<file path="config.mk">
export PLATFORM = sky130hd
export DESIGN_NAME = spff_front_flat
export DESIGN_NICKNAME = d
export VERILOG_FILES = /design/src/rtl/core/smallest_prime_factor_factorizer_core_macros.svh /design/src/rtl/core/spff_pkg.sv /design/src/rtl/core/spff_if.sv /design/src/rtl/core/spff_front.sv /design/src/flat_wrapper.sv
export SDC_FILE = /design/constraint.sdc
export NUM_CORES = 1
export LEC_CHECK = 0
export BUFFER_PORTS_ARGS = -buffer_cell sky130_fd_sc_hd__buf_2
export CAP_MARGIN = 40
export CORE_AREA = 3 3 40 42
export DETAILED_ROUTE_END_ITERATION = 6
export DIE_AREA = 0 0 43 45
export PLACE_DENSITY = 0.54
export SETUP_SLACK_MARGIN = 0.2
export SYNTH_ARGS = -nofsm -noshare
export SYNTH_HDL_FRONTEND = slang
export SYNTH_SLANG_ARGS = --single-unit
</file>
<file path="constraint.sdc">
create_clock -name vclk -period 1.6
set_clock_uncertainty 0.05 [all_clocks]
set_input_delay 0.24 -clock vclk [all_inputs]
set_output_delay 0.24 -clock vclk [all_outputs]
set_load 0.05 [all_outputs]
</file>
<file path="src/rtl/core/smallest_prime_factor_factorizer_core_macros.svh">
// ----------------------------------------------------------------------------
// smallest_prime_factor_factorizer_core_macros.svh
// Assertion macros shared by the factorizer RTL.
// ----------------------------------------------------------------------------
`ifndef SMALLEST_PRIME_FACTOR_FACTORIZER_CORE_MACROS_SVH
`define SMALLEST_PRIME_FACTOR_FACTORIZER_CORE_MACROS_SVH

`ifndef SYNTHESIS
// implication or plain property, checked out of reset
`define SPFF_ASSERT(label, prop, msg) \
  label: assert property (@(posedge clk) disable iff (!rst_n) (prop)) else $error(msg);
// condition that must never hold out of reset
`define SPFF_NEVER(label, cond, msg) \
  label: assert property (@(posedge clk) disable iff (!rst_n) !(cond)) else $error(msg);
`else
`define SPFF_ASSERT(label, prop, msg)
`define SPFF_NEVER(label, cond, msg)
`endif

`endif

</file>
<file path="src/rtl/core/spff_pkg.sv">
// ----------------------------------------------------------------------------
// spff_pkg
// Types, constants and helpers of the smallest-prime-factor factorizer.
// ----------------------------------------------------------------------------
package spff_pkg;

  localparam int VALUE_W     = 16;
  localparam int VALUE_SPAN  = 65536;
  localparam int QUEUE_DEPTH = 4;
  localparam int QUEUE_AW    = $clog2(QUEUE_DEPTH);

  // one table row: smallest prime factor and the quotient value / factor
  typedef struct packed {
    logic [VALUE_W-1:0] spf;
    logic [VALUE_W-1:0] quot;
  } entry_t;

  localparam int ENTRY_W = $bits(entry_t);

  // table port request; addresses are full value width, top trims them
  typedef struct packed {
    logic               we;
    logic [VALUE_W-1:0] waddr;
    entry_t             wdata;
    logic               re;
    logic [VALUE_W-1:0] raddr;
  } ram_req_t;

  typedef enum logic [1:0] {
    K_BAD,
    K_ONE,
    K_PLAIN
  } kind_t;

  typedef struct packed {
    kind_t              kind;
    logic [VALUE_W-1:0] value;
  } qent_t;

  typedef struct packed {
    logic  valid;
    qent_t ent;
  } qhead_t;

  // row written by the initial pass, before any odd prime marks it
  function automatic entry_t init_entry(logic [VALUE_W-1:0] v);
    entry_t e;
    e.spf  = v;
    e.quot = VALUE_W'(1);
    if (v == '0) begin
      e.quot = '0;
    end else if (!v[0] && v >= VALUE_W'(4)) begin
      e.spf  = VALUE_W'(2);
      e.quot = v >> 1;
    end
    return e;
  endfunction

endpackage

</file>
<file path="src/rtl/core/spff_if.sv">
// ----------------------------------------------------------------------------
// spff_in_if / spff_out_if
// Valid/ready channels for input values and factor results.
// ----------------------------------------------------------------------------
interface spff_in_if import spff_pkg::*; ();
  logic               valid;
  logic               ready;
  logic [VALUE_W-1:0] value;

  modport source (output valid, output value, input ready);
  modport sink   (input valid, input value, output ready);
endinterface


</file>
<file path="src/rtl/core/spff_front.sv">
// ----------------------------------------------------------------------------
// spff_front
// Accepts input words once the table is built and the queue is not full, and sorts
// them into invalid (zero or out-of-range), one, and ordinary values for the queue.
// ----------------------------------------------------------------------------
module spff_front import spff_pkg::*; #(
  parameter int BOUND = 65536
) (
  input  logic        table_ready,
  input  logic        q_full,
  spff_in_if.sink     in_ch,
  output logic        push,
  output qent_t       push_ent
);

  assign in_ch.ready = table_ready && !q_full;
  assign push        = in_ch.valid && in_ch.ready;

  always_comb begin
    push_ent.value = in_ch.value;
    priority if (in_ch.value == '0 || {1'b0, in_ch.value} >= (VALUE_W+1)'(BOUND)) begin
      push_ent.kind = K_BAD;
    end else if (in_ch.value == VALUE_W'(1)) begin
      push_ent.kind = K_ONE;
    end else begin
      push_ent.kind = K_PLAIN;
    end
  end

endmodule

</file>
<file path="src/flat_wrapper.sv">
// flat-port wrapper written by rule: the top's interface ports become plain ports
module spff_front_flat import spff_pkg::*;
#(
  parameter int BOUND = 65536
)
  (table_ready, q_full, push, push_ent, in_ch_valid, in_ch_value, in_ch_ready);
  spff_in_if in_ch_i ();
  input  logic table_ready;
  input  logic q_full;
  output logic push;
  output qent_t push_ent;
  input wire logic [$bits(in_ch_i.valid)-1:0] in_ch_valid;
  input wire logic [$bits(in_ch_i.value)-1:0] in_ch_value;
  output wire logic [$bits(in_ch_i.ready)-1:0] in_ch_ready;
  assign in_ch_i.valid = in_ch_valid;
  assign in_ch_i.value = in_ch_value;
  assign in_ch_ready = in_ch_i.ready;
  spff_front #(.BOUND(BOUND)) u_core (.table_ready(table_ready), .q_full(q_full), .in_ch(in_ch_i), .push(push), .push_ent(push_ent));
endmodule
</file>
# Yosys cells after proc, flatten, opt, wreduce, memory -nomap -nowiden
# Cells that the tools add are included.
[totals]
in_bits = 19
ff_bits = 0
out_inout_bits = 20
word_cells = 7
[op_classes]
n_eq_ne = 1
reduce_logical = 4
mux = 2
[op_table]
columns = ["operator", "n"]
rows = [
  ["$eq 16x1->1 const B", 1],
  ["$logic_not 16->1", 1],
  ["$mux 2", 2],
  ["$logic_and 1x1->1", 2],
  ["$logic_not 1->1", 1],
]

# Depth between registers and ports, before layout
# Gate-level depths: netlist (run 1).
[depth]
word_depth = 3
ltp_mapped = 3
ltp_nobuf = 3

# Least setup slack after synthesis (run 1)
# No wires, ideal clock.
[synth_path]
path_kind = "input-to-output"
startpoint = "input port table_ready"
endpoint = "output port push"
required_ns = 1.310
path_slack_ns = -0.202
path_stages = 2
t_arrival_ns = 1.512
n_path_buf = 0
cell_sequence = "nor2b_1 > and2_1"
[synth_between]
elab_chain_cells = 2
[synth_lines]
columns = ["item", "line", "text"]
rows = [
  ["from (decl)", "flat_wrapper.sv:8", "input logic table_ready;"],
  ["$logic_and 1x1->1", "spff_front.sv:16", "assign in_ch.ready = table_ready && !q_full;"],
  ["$logic_and 1x1->1", "spff_front.sv:17", "assign push = in_ch.valid && in_ch.ready;"],
  ["to (decl)", "flat_wrapper.sv:10", "output logic push;"],
]
# No other way between the ends.

==> summary.txt, run 1 <==
Hold crit path type: input port to output pin
Top-count cell post-synth: buf_4
Crit path max fanout: 2
Worst slew margin: 0.834
Peak VDD IR: 0.123 mV
Synth unique cells: 8
IO Port Bufs: 39
Post-DP HPWL: 477 µm
Global-route wire length before repair: 676 µm
Vias/cell: 3.77
Post-synthesis sequential area ratio: 0
Worst setup path start: in_ch_value[10]
Worst Min Path Start: in_ch_value[10]
Mapped Cells: 24
Nets: 71
Cells after DPL: 65
Wire length per cell: 7.82 µm
Iteration-0 DRC Markers: 0
Largest net degree at the start of global routing: 3
Crit path kind: input port to output pin
Max Fclk: 0.579 GHz
Leakage: 0.195 nW
Sequential cell area: 0 µm²
Unrepaired setup endpoints after global routing: true
# diodes: 0
Area growth syn-to-layout: 90.2%
Drt drc: 0
Final Hold Vio Count: 0
Max incr delay on CP: 540 ps
Clk_buf instances: 0
Synth cell count leaders: buf_4 (16), nor4_1 (2)
CP Depth: 5
Core area: 0.00128 mm²
Die Area: 0.00194 mm²
Chip height: 45 µm
Netlist Area Pre-Place: 179 µm²
Syn Area/Cell: 7.46 µm²
Ordered list of cells on the worst path: buf_6 > or4_4 > nor4_4 > and4_4 > buf_8
Synth area leaders: buf_4 (67%), nor4_1 (7.0%), nor4_2 (7.0%), and4_1 (4.9%), or4_1 (4.2%)
Layout cells sized above 1: 0.940
Synth Net Count: 43
Final Instance Area: 340 µm²
Initial core utilization: 0.139
Leading area contributor after synthesis: buf_4
Final setup violation count: 2
Measured slew at the worst slew-check pin: 247 ps
Drt total wl: 508 µm
Hold path depth: 2
Vias in the first global route: 194
Detail Route Antenna Nets: 0
Final Non-Filler Cells: 65
Io pins: 39
Setup bufs post-CTS: 0
Crit path time final: 1730 ps
YS warnings: 0
Die width: 43 µm
Failing checks: negative setup slack
Overall Power: 145 µW
Initial antenna violation count: 0
Crit path launch type: input port
Fin. max-slew vios: 0
Setup crit end kind: output pin
Post-synth top area share: 0.671
Placed inst area: 318 µm²
Total GRT Usage: 0.0423
CP Data Arrival Time: 1440 ps
WP data required: 1310 ps
Slowest cell on crit path: or4_4
First drt pass iteration count: 1
Utilization after layout: 0.265
Worst Path Buf+Inv: 2
Maxcap violations: 0
Final hold slack: 719 ps
Routed vias: 245
Setup ws final: -126 ps
Seq_cells: 0
Power Dens Cells: 425 mW/mm²
Final period util: 1.08
Run status: finished with violations
Hold buffer count at cts: 0
Row count: 13
Placer Congestion: 0.624
CP delay by family, top: simple AND/OR/NAND/NOR gates
Remaining global-route overflow: 0
[cells in the final DEF, fill, tap and decap left out, drive strengths merged]
cell	n
and4	1
nor4	3
or4	1
buf	42
nand3	1
and2	1
nor2b	1
[kinds of logic after synthesis]
family,after synthesis,synth area share
buffers and inverters,16,0.671
and+or+nand+nor,8,0.329
[cell type report]
cell class / instances / area (µm²)
multi-input combinational: 8 / 81.3
tap: 15 / 18.8
fill: 135 / 945
timing repair buffer: 42 / 240
[metrics by stage]
step | TNS [ps] | worst slack, ps
detailed placement | -422 | -258
finish | -209 | -126
CTS | -262 | -153
floorplan | 0 | 18.2
global route | -409 | -229
global placement | -369 | -232
[what timing repair did]
action,in CTS,in global routing
endpoints found under the setup margin,2,2
gates resized for setup,6,0
hold endpoints to repair,0,0
gates cloned,0,0
[power breakdown]
part / internal [mW] / switching (mW)
sequential: 0 / 0
clock: 0 / 0
combinational: 0.0386 / 0.106
[worst paths after layout]
path                  endpoint  slack, ps
setup / recovery  push_ent[16]       -130
hold / removal    push_ent[10]        720
[layer usage]
layer,track usage,vias up,share of wire
met4,0,0,0
met2,0.0988,22,0.57
met3,0,0,0.15
li1,-,120,-
met5,0,-,0
met1,0.0429,103,0.27
Power figures use the tool's default switching activity.
==> inputs of run 2 (changes only) <==
--- a/config.mk
+++ b/config.mk
@@ -10,8 +10,9 @@
 export CORE_AREA = 3 3 40 42
 export DETAILED_ROUTE_END_ITERATION = 6
 export DIE_AREA = 0 0 43 45
-export PLACE_DENSITY = 0.54
+export PLACE_DENSITY = 0.59
 export SETUP_SLACK_MARGIN = 0.2
+export SKIP_LAST_GASP = 1
 export SYNTH_ARGS = -nofsm -noshare
 export SYNTH_HDL_FRONTEND = slang
 export SYNTH_SLANG_ARGS = --single-unit
==> run 2 against run 1 <==
The run still ends with negative setup slack left. Worst setup slack better by 6.7 ps. Non-clock buffer count decreased by 1. Sequential share of layout area unchanged. Hold slack hardly changed. Design area fell by 3.3%. Fmax grew 0.39%. First-iteration DRC count unchanged. Flip-flop and latch count did not move. Critical path depth unchanged. Via count decreased by 2.4%. Clock-buffer cell count is the same. Die area unchanged. Critical endpoint unchanged. Highest routed layer unchanged.
==> summary.txt, run 2 (same netlist as run 1, synthesis figures left out) <==
Crit path kind: input port to output pin
Worst slew margin: 0.731 (-0.103)
Sequential Power Share: 0 (unchanged)
Die Area: 0.00194 mm² (unchanged)
Initial core utilization: 0.139 (unchanged)
Max Fclk: 0.582 GHz (+0.39%)
Nets: 70 (-1.4%)
Row count: 13 (unchanged)
Routed vias: 239 (-2.4%)
First drt pass iteration count: 1 (unchanged)
Worst Min Path Start: in_ch_value[10]
Remaining global-route overflow: 0 (unchanged)
Clk_buf instances: 0 (unchanged)
FILL cells: 137 (+1.5%)
Peak VDD IR: 0.118 mV (-4.1%)
Drt drc: 0 (unchanged)
IO Port Bufs: 39 (unchanged)
Psw: 106 µW (+0.23%)
Crit path max fanout: 2 (unchanged)
Vias/cell: 3.73 (-0.92%)
Vias in the first global route: 184 (-5.2%)
Area growth syn-to-layout: 83.9%
Detail Route Antenna Nets: 0 (unchanged)
Final hold slack: 719 ps (-0.0610 ps)
Comb power frac: 1.000 (about the same)
Hold path depth: 2 (unchanged)
Crit path launch type: input port
Fin. max-slew vios: 0 (unchanged)
WP data required: 1310 ps (about the same)
# diodes: 0 (unchanged)
Final period util: 1.07 (-0.00417)
Setup ws final: -120 ps (+6.68 ps)
Iteration-0 DRC Markers: 0 (unchanged)
Endpoint, Worst Hold: push_ent[10]
Seq_cells: 0 (unchanged)
Placed inst area: 310 µm² (-2.4%)
Global-route wire length before repair: 696 µm (+3.0%)
Crit path time final: 1720 ps (-6.67 ps)
Run status: finished with violations
Setup crit end kind: output pin
Most frequent cells in the layout: buf_2 (36), buf_6 (3), nor4_1 (2), buf_4 (2)
Total GRT Usage: 0.0439 (+0.00166)
Failing checks: negative setup slack
Die width: 43 µm (unchanged)
Clock network power share: 0 (unchanged)
Internal Power: 37.9 µW (-1.9%)
Placer Congestion: 0.517 (-17%)
Layout cells sized above 1: 0.939 (-0.00122)
Sw Share: 0.737 (+0.00416)
Measured slew at the worst slew-check pin: 400 ps (+153 ps)
Multi-input gate area: 81.3 µm² (unchanged)
Unrepaired setup endpoints after global routing: true
Power Dens Cells: 438 mW/mm² (+3.1%)
Drt total wl: 523 µm (+3.0%)
Final Instance Area: 329 µm² (-3.3%)
CP Data Arrival Time: 1430 ps (about the same)
Final setup violation count: 2 (unchanged)
Leakage: 0.189 nW (-3.3%)
Maxcap violations: 0 (unchanged)
Largest net degree at the start of global routing: 3 (unchanged)
Core area: 0.00128 mm² (unchanged)
Hold crit path type: input port to output pin
Initial antenna violation count: 0 (unchanged)
Chip height: 45 µm (unchanged)
Sequential cell area: 0 µm² (unchanged)
Final Hold Vio Count: 0 (unchanged)
Leading cell type in the layout, fill and taps excluded: buf_2
Wire length per cell: 8.17 µm (+4.6%)
Setup bufs post-CTS: 0 (unchanged)
Io pins: 39 (unchanged)
## run 2: cell type report
class,count,area share
timing repair buffer,41,0.696
multi-input combinational,8,0.247
tap,15,0.0570
## run 2: routing by layer
layer | part of all wire | vias to the layer above | GRT usage
met3 | 0.17 | 0 | 0
met4 | 0 | 0 | 0
li1 | - | 117 | -
met5 | 0 | - | 0
met1 | 0.30 | 98 | 0.0405
met2 | 0.54 | 24 | 0.108
## run 2: critical path: stages
cell,delay (ps)
buf_6,90
or4_4,530
nor4_4,170
and4_4,250
buf_6,150
## run 2: worst max path at each step
stage / endpoint / start / cells past startpoint / slack (ps)
2_1_floorplan: push_ent[16] / in_ch_value[10] / 3 / 20
3_3_place_gp: push_ent[16] / in_ch_value[10] / 5 / -230
3_5_place_dp: push_ent[16] / in_ch_value[10] / 5 / -240
4_1_cts: push_ent[16] / in_ch_value[10] / 5 / -140
5_1_grt: push_ent[16] / in_ch_value[10] / 5 / -210
6_report: push_ent[16] / in_ch_value[10] / 5 / -120
## run 2: timing repair
item	CTS	global route
hold endpoints to repair	0	0
gates cloned	0	0
hold buffers	0	0
setup endpoints to repair	2	2
gates resized for setup	5	0
## run 2: power by group through the flow
stage	clock, mW	combinational [mW]	sequential [mW]
after floorplan	0	0.122	0
after global placement	0	0.142	0
after detailed placement	0	0.143	0
after CTS	0	0.145	0
after global routing	0	0.150	0
final	0	0.144	0
## run 2: per-stage QoR
step | worst slack [ps] | setup TNS, ps | std cells | util | power, mW
global route | -208 | -386 | 64 | 0.256 | 0.150
finish | -120 | -209 | 64 | 0.256 | 0.144
floorplan | 18.2 | 0 | 24 | - | 0.122
global placement | -231 | -386 | 64 | 0.241 | 0.142
detailed placement | -245 | -415 | 64 | 0.241 | 0.143
CTS | -142 | -257 | 64 | 0.256 | 0.145
