**src/rtl/core/smallest_prime_factor_factorizer_core_macros.svh**
```systemverilog
// ----------------------------------------------------------------------------
// smallest_prime_factor_factorizer_core_macros.svh
// Assertion macros shared by the factorizer RTL.
// ----------------------------------------------------------------------------
`ifndef SMALLEST_PRIME_FACTOR_FACTORIZER_CORE_MACROS_SVH
`define SMALLEST_PRIME_FACTOR_FACTORIZER_CORE_MACROS_SVH

`ifndef SYNTHESIS
// implication or plain property, checked out of reset
`define SPFF_ASSERT(label, prop, msg) \
  label: assert property (@(posedge clk) disable iff (!rst_n) (prop)) else $error(msg);
// condition that must never hold out of reset
`define SPFF_NEVER(label, cond, msg) \
  label: assert property (@(posedge clk) disable iff (!rst_n) !(cond)) else $error(msg);
`else
`define SPFF_ASSERT(label, prop, msg)
`define SPFF_NEVER(label, cond, msg)
`endif

`endif

```
**src/rtl/core/spff_pkg.sv**
```systemverilog
// ----------------------------------------------------------------------------
// spff_pkg
// Types, constants and helpers of the smallest-prime-factor factorizer.
// ----------------------------------------------------------------------------
package spff_pkg;

  localparam int VALUE_W     = 16;
  localparam int VALUE_SPAN  = 65536;
  localparam int QUEUE_DEPTH = 4;
  localparam int QUEUE_AW    = $clog2(QUEUE_DEPTH);

  // one table row: smallest prime factor and the quotient value / factor
  typedef struct packed {
    logic [VALUE_W-1:0] spf;
    logic [VALUE_W-1:0] quot;
  } entry_t;

  localparam int ENTRY_W = $bits(entry_t);

  // table port request; addresses are full value width, top trims them
  typedef struct packed {
    logic               we;
    logic [VALUE_W-1:0] waddr;
    entry_t             wdata;
    logic               re;
    logic [VALUE_W-1:0] raddr;
  } ram_req_t;

  typedef enum logic [1:0] {
    K_BAD,
    K_ONE,
    K_PLAIN
  } kind_t;

  typedef struct packed {
    kind_t              kind;
    logic [VALUE_W-1:0] value;
  } qent_t;

  typedef struct packed {
    logic  valid;
    qent_t ent;
  } qhead_t;

  // row written by the initial pass, before any odd prime marks it
  function automatic entry_t init_entry(logic [VALUE_W-1:0] v);
    entry_t e;
    e.spf  = v;
    e.quot = VALUE_W'(1);
    if (v == '0) begin
      e.quot = '0;
    end else if (!v[0] && v >= VALUE_W'(4)) begin
      e.spf  = VALUE_W'(2);
      e.quot = v >> 1;
    end
    return e;
  endfunction

endpackage

```
**src/rtl/core/spff_if.sv**
```systemverilog


interface spff_out_if import spff_pkg::*; ();
  logic               valid;
  logic               ready;
  logic [VALUE_W-1:0] factor;
  logic               last;
  logic               no_factors;
  logic               invalid;

  modport source (output valid, output factor, output last, output no_factors,
                  output invalid, input ready);
  modport sink   (input valid, input factor, input last, input no_factors,
                  input invalid, output ready);
endinterface

```
**src/rtl/core/spff_back.sv**
```systemverilog
// ----------------------------------------------------------------------------
// spff_back
// Walks the factor table for each queued ordinary value: emit the smallest factor,
// continue at the stored quotient until it reaches one. Invalid values and one each get one flagged word.
// ----------------------------------------------------------------------------
`include "smallest_prime_factor_factorizer_core_macros.svh"

module spff_back import spff_pkg::*; (
  input  logic       clk,
  input  logic       rst_n,
  input  qhead_t     head,
  output logic       pop,
  input  entry_t     rdata,
  output ram_req_t   req,
  spff_out_if.source out_ch
);

  typedef enum logic {
    B_IDLE,
    B_FACT
  } state_t;

  state_t             state_r, state_nxt;
  logic               valid_r, valid_nxt;
  logic [VALUE_W-1:0] factor_r, factor_nxt;
  logic               last_r, last_nxt;
  logic               none_r, none_nxt;
  logic               bad_r, bad_nxt;
  logic               ofree;

  assign ofree = !valid_r || out_ch.ready;

  always_comb begin
    state_nxt  = state_r;
    valid_nxt  = valid_r && !out_ch.ready;
    factor_nxt = factor_r;
    last_nxt   = last_r;
    none_nxt   = none_r;
    bad_nxt    = bad_r;
    pop        = 1'b0;
    req        = '0;
    req.raddr  = head.ent.value;
    unique case (state_r)
      B_IDLE: begin
        if (head.valid) begin
          unique case (head.ent.kind)
            K_BAD: begin
              if (ofree) begin
                pop        = 1'b1;
                valid_nxt  = 1'b1;
                factor_nxt = '0;
                last_nxt   = 1'b1;
                none_nxt   = 1'b0;
                bad_nxt    = 1'b1;
              end
            end
            K_ONE: begin
              if (ofree) begin
                pop        = 1'b1;
                valid_nxt  = 1'b1;
                factor_nxt = VALUE_W'(1);
                last_nxt   = 1'b1;
                none_nxt   = 1'b1;
                bad_nxt    = 1'b0;
              end
            end
            K_PLAIN: begin
              pop       = 1'b1;
              req.re    = 1'b1;
              state_nxt = B_FACT;
            end
            default: begin
              pop = 1'b1;
            end
          endcase
        end
      end
      B_FACT: begin
        // row of the remainder is in rdata; hold it until the output frees up
        if (ofree) begin
          valid_nxt  = 1'b1;
          factor_nxt = rdata.spf;
          last_nxt   = rdata.quot == VALUE_W'(1);
          none_nxt   = 1'b0;
          bad_nxt    = 1'b0;
          if (rdata.quot == VALUE_W'(1)) begin
            state_nxt = B_IDLE;
          end else begin
            req.re    = 1'b1;
            req.raddr = rdata.quot;
          end
        end
      end
      default: begin
        state_nxt = B_IDLE;
      end
    endcase
  end

  always_ff @(posedge clk) begin
    if (!rst_n) begin
      state_r <= B_IDLE;
      valid_r <= 1'b0;
    end else begin
      state_r <= state_nxt;
      valid_r <= valid_nxt;
    end
    factor_r <= factor_nxt;
    last_r   <= last_nxt;
    none_r   <= none_nxt;
    bad_r    <= bad_nxt;
  end

  assign out_ch.valid      = valid_r;
  assign out_ch.factor     = factor_r;
  assign out_ch.last       = last_r;
  assign out_ch.no_factors = none_r;
  assign out_ch.invalid    = bad_r;

  `SPFF_ASSERT(a_prime_ge2, valid_r && !bad_r && !none_r |-> factor_r >= VALUE_W'(2), "factor below two")

endmodule

```
**src/flat_wrapper.sv**
```systemverilog
// flat-port wrapper written by rule: the top's interface ports become plain ports
module spff_back_flat import spff_pkg::*;
  (clk, rst_n, head, pop, rdata, req, out_ch_valid, out_ch_factor, out_ch_last, out_ch_no_factors, out_ch_invalid, out_ch_ready);
  spff_out_if out_ch_i ();
  input  logic clk;
  input  logic rst_n;
  input  qhead_t head;
  output logic pop;
  input  entry_t rdata;
  output ram_req_t req;
  output wire logic [$bits(out_ch_i.valid)-1:0] out_ch_valid;
  output wire logic [$bits(out_ch_i.factor)-1:0] out_ch_factor;
  output wire logic [$bits(out_ch_i.last)-1:0] out_ch_last;
  output wire logic [$bits(out_ch_i.no_factors)-1:0] out_ch_no_factors;
  output wire logic [$bits(out_ch_i.invalid)-1:0] out_ch_invalid;
  input wire logic [$bits(out_ch_i.ready)-1:0] out_ch_ready;
  assign out_ch_valid = out_ch_i.valid;
  assign out_ch_factor = out_ch_i.factor;
  assign out_ch_last = out_ch_i.last;
  assign out_ch_no_factors = out_ch_i.no_factors;
  assign out_ch_invalid = out_ch_i.invalid;
  assign out_ch_i.ready = out_ch_ready;
  spff_back u_core (.clk(clk), .rst_n(rst_n), .head(head), .pop(pop), .rdata(rdata), .req(req), .out_ch(out_ch_i));
endmodule
```
**config.mk**
```make
export PLATFORM = sky130hd
export DESIGN_NAME = spff_back_flat
export DESIGN_NICKNAME = d
export VERILOG_FILES = /design/src/rtl/core/spff_pkg.sv /design/src/rtl/core/spff_if.sv /design/src/rtl/core/spff_back.sv /design/src/flat_wrapper.sv
export VERILOG_INCLUDE_DIRS = /design/src /design/src/rtl/core
export SDC_FILE = /design/constraint.sdc
export NUM_CORES = 1
export LEC_CHECK = 0
export ABC_AREA = 1
export BUFFER_PORTS_ARGS = -buffer_cell sky130_fd_sc_hd__clkbuf_2
export CAP_MARGIN = 20
export CORE_ASPECT_RATIO = 0.6
export CORE_MARGIN = 2
export CORE_UTILIZATION = 40
export CTS_BUF_LIST = sky130_fd_sc_hd__clkbuf_8
export DETAILED_ROUTE_END_ITERATION = 10
export GPL_TIMING_DRIVEN = 0
export HOLD_SLACK_MARGIN = 0.06
export PLACE_DENSITY_LB_ADDON = 0.2
export RECOVER_POWER = 25
export SYNTH_ARGS = -nofsm -noshare
export SYNTH_HDL_FRONTEND = slang
export SYNTH_SLANG_ARGS = --single-unit
```
**constraint.sdc**
```tcl
create_clock -name clk -period 4.84 [get_ports clk]
set_clock_uncertainty 0.2 [all_clocks]
set_input_delay 0.484 -clock clk [delete_from_list [all_inputs] [get_ports clk]]
set_output_delay 0.484 -clock clk [all_outputs]
set_load 0.01 [all_outputs]
```
**Word-level counts from Yosys, hierarchy flattened**

Cells that the tools add are included.

- Register bits after elaboration: 21
- Input bits: 54
- Output and inout bits: 87
- Word-level logic and storage cells: 63

- Equality and inequality tests: 10
- Mux-type cells: 36
- Bitwise gates (word level): 1
- Reduce and logical (&&, ||, !) cells: 10

Operators by type and width:

| operator | number |
|---|---|
| 16-bit two-way mux | 5 |
| 16-bit one-hot mux with 2 select lines | 2 |
| 17-bit two-way mux | 2 |
| 1-bit two-way mux | 19 |
| 16-bit by 1-bit equality test with 1-bit output, second input constant | 1 |
| 1-bit one-hot mux with 2 select lines | 8 |
| 2-bit != test, second input constant | 3 |
| 3-bit by 2-bit != test with 1-bit output, second input constant | 2 |
| 3-bit AND reduction | 2 |
| 5-bit AND reduction | 1 |
| 4-bit AND reduction | 1 |
| 3-bit != test, second input constant | 1 |
| 2-bit by 1-bit equality test with 1-bit output, second input constant | 1 |
| 2-bit equality test, second input constant | 1 |
| 1-bit zero test | 2 |
| 2-bit zero test | 1 |
| 2-bit by 1-bit != test with 1-bit output, second input constant | 1 |
| 2-bit OR reduction | 1 |
| 1-bit logical AND | 1 |
| 1-bit logical OR | 1 |
| 1-bit NOT | 1 |

**Logic depth before layout (Yosys ltp)**

Gate-level depths: netlist of the first run.

- Depth after elaboration: 6
- Gate-level depth with buffers: 9
- Depth with buffers taken out: 8

**Least setup slack after synthesis of the first run**

No wires, ideal clock.

- Kind: input-to-reg
- Start: input port head[17] (netlist bit)
- End: register u_core.factor_r[0], in the netlist u_core.out_ch.factor[0] (enable)
- Setup time: 0.388 ns
- Arrival: 1.355 ns
- Required time: 4.252 ns
- Setup slack: 2.896 ns
- Stages on the path: 3
- Path buffers: 0
- Cells stage by stage: inv_1 -> a21oi_1 -> nor2_1

- Longest elaborated chain between the ends: 3
- Elaborated cells between the ends (all ways): 6
- Those cells by class: eq/ne: 4; reduce/logical: 2

RTL lines:

| item | line | RTL |
|---|---|---|
| start, declared | flat_wrapper.sv:7 | `input qhead_t head;` |
| 2-bit by 1-bit equality test with 1-bit output / 2-bit zero test (equally long branches) | spff_back.sv:46 | `unique case (head.ent.kind)` |
| 3-bit by 2-bit != test with 1-bit output (no source line) / 3-bit != test (equally long branches) | n/a |  |
| 5-bit AND reduction (no source line) * | n/a |  |
| end signal, assigned | spff_back.sv:108 | `factor_r <= factor_nxt;` |
| end, declared | spff_back.sv:25 | `logic [VALUE_W-1:0] factor_r, factor_nxt;` |

Mark *: on every way between the ends. The rest lies on a longest branch, timed or not.
A chain may end at the register's enable or synchronous reset.

==> results of run 1 <==
==> registers in the layout, summed over array words and instances, names as in the netlist <==
register	flops
u_core.out_ch.factor	16
u_core.out_ch.valid	1
u_core.out_ch.last	1
u_core.state_r	1
u_core.out_ch.no_factors	1
u_core.out_ch.invalid	1
==> cell families (layout without fill, tap and decap cells) <==
logic type / count (synthesis) / in the layout / share of synthesized area [%]
buffers and inverters: 80 / 176 / 31.5
AND/OR/NAND/NOR: 97 / 97 / 27.6
other: 1 / 49 / 0.237
flip-flops: 21 / 21 / 38.5
AO/OA/AOI/OAI: 6 / 6 / 2.13
==> synthesized netlist by cell type (all sizes together) <==
library cell and instances:
dfxtp 2, nand4 17, edfxtp 19, a21oi 2, inv 24, nand3 2
conb 1, buf 54, a21boi 1, a31oi 1, clkbuf 2, nor2 15
nand2 63, o21ai 2
==> per-stage QoR <==
step	power [mW]	worst slack [ps]
2_1_floorplan	0.322	2900
3_3_place_gp	0.376	2430
3_5_place_dp	0.379	2580
4_1_cts	0.493	2500
5_1_grt	0.518	2020
6_report	0.486	2260
==> cells in the final DEF (no fill, tap or decap), drive strengths merged <==
cell type	count
clkbuf	97
nand2	63
buf	54
conb	49
inv	24
edfxtp	19
nand4	17
nor2	15
a21oi	2
o21ai	2
dfxtp	2
nand3	2
a31oi	1
a21boi	1
clkinv	1
==> worst reg2reg max path: stages (launching register included) <==
cell      delay [ps]
dfxtp_1          310
clkbuf_1         360
a21oi_1          190
nor2_1           510
buf_6            240
==> per-layer routing <==
layer,vias to the layer above,share of wire [%],GRT usage (%)
met4,0,0.31,2.12
met3,3,11,6.30
met1,649,43,19.2
met5,-,0,0
met2,77,45,23.8
li1,840,-,-
==> power by group <==
part | switching (mW) | total [mW] | internal (mW)
Clock | 0.0543 | 0.112 | 0.0573
Combinational | 0.0859 | 0.157 | 0.0715
Sequential | 0.00339 | 0.216 | 0.213
Total | 0.144 | 0.486 | 0.342
==> worst max-delay path by stage <==
stage | start | cells past startpoint | to | slack [ps]
2_1_floorplan | head[17] | 3 | u_core.out_ch.factor[0] | 2900
3_3_place_gp | head[17] | 4 | u_core.out_ch.factor[7] | 2430
3_5_place_dp | out_ch_ready | 8 | req[10] | 2580
4_1_cts | u_core.out_ch.valid | 8 | req[10] | 2500
5_1_grt | u_core.out_ch.valid | 8 | req[10] | 2020
6_report | u_core.out_ch.valid | 8 | req[10] | 2260
==> final cells by class <==
cell class / instances / share of cell area (%)
Buffer: 56 / 17.6
Clock buffer: 3 / 1.78
Clock inverter: 1 / 0.216
Inverter: 24 / 3.89
Multi-Input combinational cell: 152 / 28.0
Sequential cell: 21 / 26.4
Tap cell: 47 / 2.54
Timing Repair Buffer: 92 / 19.6
==> summary.md, run 1 <==
| Metric | Value |
|---|---|
| Reg2Reg Setup Slack | `2750 ps` |
| Initial antenna violation count | `0` |
| First-pass detailed-route iteration total | `5` |
| NumNets Final | `404` |
| Sequential cell area | `between 600 and 700 sq um` |
| Die Area | `roughly 4500 sq um` |
| WHS | `about 230 ps` |
| Layout area overhead | `46.2%` |
| Final WL | `about 3.6 mm` |
| Critical path data required time | `4160 ps` |
| Part of the cycle the worst path needs | `between 50 and 60%` |
| Reg clk slew, reported paths | `~70 ps` |
| Hold Buf Count CTS | `0` |
| Routed vias | `1569` |
| CP Cell Sequence | `inv_1 > nor2_1 > inv_1 > nand3_4 > buf_8 > nand2_1 > nand2_1 > clkbuf_2` |
| Avg Inst Size Synth | `between 7 and 8 sq um` |
| Ratio of cells with drive above 1 in the final layout | `40.1%` |
| Clock Tree Buf Depth | `2` |
| Max VDD drop | `roughly 0.20 mV` |
| Inserted Diodes | `0` |
| Drt wl/cell | `about 9.0 um` |
| Crit path kind | `reg2out` |
| Register area share after synthesis | `38.5%` |
| CP arrival | `1890 ps` |
| TritonCTS Sinks | `21` |
| Initial Util | `a little over two fifths` |
| Overall Global Routing Usage | `around 15%` |
| Io pins | `141` |
| Synth cell types | `21` |
| Hold_sp | `rst_n` |
| Die Wd | `approximately 85 um` |
| Synth area leader | `edfxtp_1` |
| Placed cell area | `2290 sq um` |
| Later-pin clock latency in the skew report | `around 260 ps` |
| First-pass GRT wire length | `5.25 mm` |
| FF-to-FF path depth | `4` |
| Leak | `approximately 1.5 nW` |
| HP Class | `in2reg` |
| Crit-path leading delay family | `simple AND/OR/NAND/NOR gates` |
| Post-CTS setup buffers | `0` |
| Pwr Density | `~210 nW/um^2` |
| CTS tree | `built` |
| Status | `finished clean` |
| Tmin final | `about 2600 ps` |
| Yosys reg bits | `21` |
| Inst Count DP | `slightly below 400` |
| Critical path's slowest cell | `nor2_1` |
| Crit path buf inv count | `4` |
| Worst Tran Pin Value | `between 500 and 600 ps` |
| Post-DP HPWL | `around 3.0 mm` |
| Yosys warning count | `0` |
| Final hold vios | `0` |
| PostCTS Resize Cnt | `0` |
| Syn Inst Count | `205` |
| Largest cells by area after synthesis | `edfxtp_1, buf_4, nand2_1` |
| H-tree levels | `1` |
| Fillers | `about 360` |
| FMAX | `388 MHz` |
| Via/cell ratio | `~4.0` |
| Die outline height | `~53 um` |
| CTS buffer count | `3` |
| RR Startpoint | `u_core.state_r` |
| Core Area | `around 3700 sq um` |
| Cells on Worst Hold Path | `3` |
| Setup TNS | `0 ps` |
| First DRT Iteration DRCs | `57` |
| Critical-path maximum fanout | `10` |
| Largest net degree at the start of global routing | `13` |
| Root buffer cell | `clkbuf_8` |
| Vias in the first global route | `1242` |
| Detail Route Antenna Nets | `0` |
| Post-route cell area | `~2300 sq um` |
| Slew Viols, Final | `0` |
| CP endpoint kind | `output pin` |
| Post-route DRC | `0` |
| Gr ovfl total | `0` |
| Hold path endpoint | `u_core.out_ch.valid` |
| Top cell type's share of synthesized area | `a little over a third` |
| CP max stage delay | `350 ps` |
| Worst setup SP type | `flip-flop` |
| MaxCap Viol Count | `0` |
| IO buf count | `91` |
| Utilization after layout | `slightly above 60%` |
| Area of the mapped netlist | `approximately 1600 sq um` |
| Unrepaired setup endpoints after global routing | `false` |
| Relative slew slack | `59.9%` |
| Area of the multi-input gates | `about 650 sq um` |
| Reg-to-Reg End | `u_core.out_ch.factor[4]` |
| Final setup violation count | `0` |
| RePlAce Congestion | `0.819` |
| Layout Cells excl Fill | `396` |
| Std-Cell Rows | `17` |
Note: power is estimated with default switching activity, not from simulation.
==> inputs of run 2 (changes only) <==
--- a/config.mk
+++ b/config.mk
@@ -11,7 +11,7 @@
 export CAP_MARGIN = 20
 export CORE_ASPECT_RATIO = 0.6
 export CORE_MARGIN = 2
-export CORE_UTILIZATION = 40
+export CORE_UTILIZATION = 39
 export CTS_BUF_LIST = sky130_fd_sc_hd__clkbuf_8
 export DETAILED_ROUTE_END_ITERATION = 10
 export GPL_TIMING_DRIVEN = 0
==> constraint.sdc (replaced) <==
create_clock -name clk -period 2.6 [get_ports clk]
set_clock_uncertainty 0.2 [all_clocks]
set_input_delay 0.26 -clock clk [delete_from_list [all_inputs] [get_ports clk]]
set_output_delay 0.26 -clock clk [all_outputs]
set_load 0.01 [all_outputs]
==> summary.md, run 2 (synthesis gave the netlist of run 1 again) <==
| Metric | Value |
|---|---|
| Placed cell area | `2290 sq um (unchanged)` |
| MaxCap Viol Count | `0 (unchanged)` |
| Leak | `1.47 nW (+1.7%)` |
| Reg2Reg Setup Slack | `530 ps (-2220 ps)` |
| Reg-to-Reg End | `u_core.out_ch.factor[3]` |
| Total power | `0.920 mW (+90%)` |
| CTS buffer count | `3 (unchanged)` |
| Part of the cycle the worst path needs | `between 80% and 90%` |
| Setup TNS | `0 ps (unchanged)` |
| Post-route DRC | `0 (unchanged)` |
| FMAX | `457 MHz` |
| Cells on Worst Hold Path | `3 (unchanged)` |
| Largest net degree at the start of global routing | `13 (unchanged)` |
| Initial Util | `41.8% (-0.72 points)` |
| Tmin final | `2190 ps` |
| CP endpoint kind | `output pin` |
| Final setup violation count | `0 (unchanged)` |
| Die Area | `4600 sq um (+2.4%)` |
| HP Class | `in2reg` |
| Critical-path maximum fanout | `10 (unchanged)` |
| Die Wd | `86.3 um (+1.2%)` |
| First-pass GRT wire length | `5.65 mm (+7.6%)` |
| RR Startpoint | `u_core.state_r` |
| Io pins | `141 (unchanged)` |
| Std-Cell Rows | `17 (unchanged)` |
| Critical path data required time | `2140 ps (-2020 ps)` |
| Status | `finished clean` |
| Unrepaired setup endpoints after global routing | `false` |
| Most frequent cells in the layout | `clkbuf_2, nand2_1, buf_4, conb_1, inv_1` |
| CTS tree | `built` |
| Gr ovfl total | `0 (unchanged)` |
| Setup WS post-layout | `411 ps (-1850 ps)` |
| Via/cell ratio | `3.95 (-0.22%)` |
| FF-to-FF path depth | `4 (unchanged)` |
| Routed vias | `1609 (+2.5%)` |
| Later-pin clock latency in the skew report | `250 ps (about the same)` |
| Inserted Diodes | `0 (unchanged)` |
| Final hold vios | `0 (unchanged)` |
| Hold_sp | `rdata[21]` |
| Relative slew slack | `64.2% (+4.3 points)` |
| Initial antenna violation count | `0 (unchanged)` |
| Max VDD drop | `0.209 mV (+6.7%)` |
| Drt wl/cell | `9.35 um (+4.0%)` |
| Commonest non-fill, non-tap cell in the layout | `clkbuf_2` |
| Overall Global Routing Usage | `15.7% (+0.81 points)` |
| Reg clk slew, reported paths | `80 ps (about the same)` |
| Layout area overhead | `52.9%` |
| Crit path kind | `reg2out` |
| First DRT Iteration DRCs | `45 (-21%)` |
| H-tree levels | `1 (unchanged)` |
| Root buffer cell | `clkbuf_8` |
| Inst Count DP | `392 (unchanged)` |
| WHS | `66.3 ps (-162 ps)` |
| Post-route cell area | `2420 sq um (+4.6%)` |
| Clock Tree Buf Depth | `2 (unchanged)` |
| TritonCTS Sinks | `21 (unchanged)` |
| First-pass detailed-route iteration total | `4 (-1)` |
| Worst Tran Pin Value | `535 ps (-64.1 ps)` |
| Die outline height | `53.4 um (+1.2%)` |
| Core Area | `3790 sq um (+1.7%)` |
| CP arrival | `1730 ps (-160 ps)` |
| Vias in the first global route | `1367 (+10%)` |
| Detail Route Antenna Nets | `0 (unchanged)` |
| Utilization after layout | `64.0% (+1.8 points)` |
| Post-CTS setup buffers | `0 (unchanged)` |
| Ratio of cells with drive above 1 in the final layout | `37.8% (-2.3 points)` |
| Max FFs per register | `16 (unchanged)` |
| Post-DP HPWL | `3.11 mm (+2.1%)` |
| NumNets Final | `415 (+2.7%)` |
| RePlAce Congestion | `0.807 (-1.4%)` |
| Final WL | `3.81 mm (+6.8%)` |
| Hold path endpoint | `u_core.out_ch.factor[5]` |
| Layout Cells excl Fill | `407 (+2.8%)` |
| Slew Viols, Final | `0 (unchanged)` |
| IO buf count | `91 (unchanged)` |
| Post-place setup slack | `733 ps (-1850 ps)` |
| Pwr Density | `380 nW/um^2 (+81%)` |
| Worst setup SP type | `flip-flop` |
==> run 2: final cells by class <==
type / instances / area (sq um)
Fill cell: 358 / 1360
Multi-Input combinational cell: 152 / 654
Sequential cell: 21 / 611
Timing Repair Buffer: 103 / 554
Buffer: 56 / 408
Inverter: 24 / 90.1
Tap cell: 47 / 58.8
Clock buffer: 3 / 41.3
Clock inverter: 1 / 5.00
==> run 2: timing repair <==
action,in CTS,in global routing
hold endpoints to repair,12,0
gates resized for setup,0,0
hold buffers,11,0
==> run 2: critical path, stage by stage (launching register included) <==
cell	delay [ps]
dfxtp_1	310
clkbuf_1	380
buf_1	410
nand4_1	150
nand2_1	100
clkbuf_2	130
==> run 2: power breakdown <==
| part | internal [mW] | total, mW | leakage, nW | switching (mW) |
|---|---|---|---|---|
| logic | 0.142 | 0.307 | 1.25 | 0.165 |
| clock network | 0.107 | 0.211 | 0.0255 | 0.104 |
| registers | 0.396 | 0.402 | 0.203 | 0.00603 |
| total | 0.645 | 0.920 | 1.47 | 0.275 |
==> run 2: per-layer routing <==
| metal | part of all wire, % | GRT usage, % | up-vias |
|---|---|---|---|
| met3 | 10 | 5.62 | 2 |
| met5 | 0 | 0 | - |
| met2 | 44 | 26.4 | 77 |
| met4 | 0.32 | 2.86 | 0 |
| li1 | - | - | 862 |
| met1 | 45 | 19.7 | 668 |
==> run 2: worst max-delay path by stage <==
stage | cells past startpoint | slack [ps] | end | startpoint
2_1_floorplan | 3 | 730 | u_core.out_ch.factor[0] | u_core.state_r
3_3_place_gp | 3 | 330 | u_core.out_ch.factor[13] | u_core.state_r
3_5_place_dp | 4 | 730 | u_core.out_ch.factor[2] | u_core.state_r
4_1_cts | 8 | 520 | req[11] | u_core.out_ch.valid
5_1_grt | 5 | 260 | req[14] | u_core.state_r
6_report | 5 | 410 | req[1] | u_core.state_r
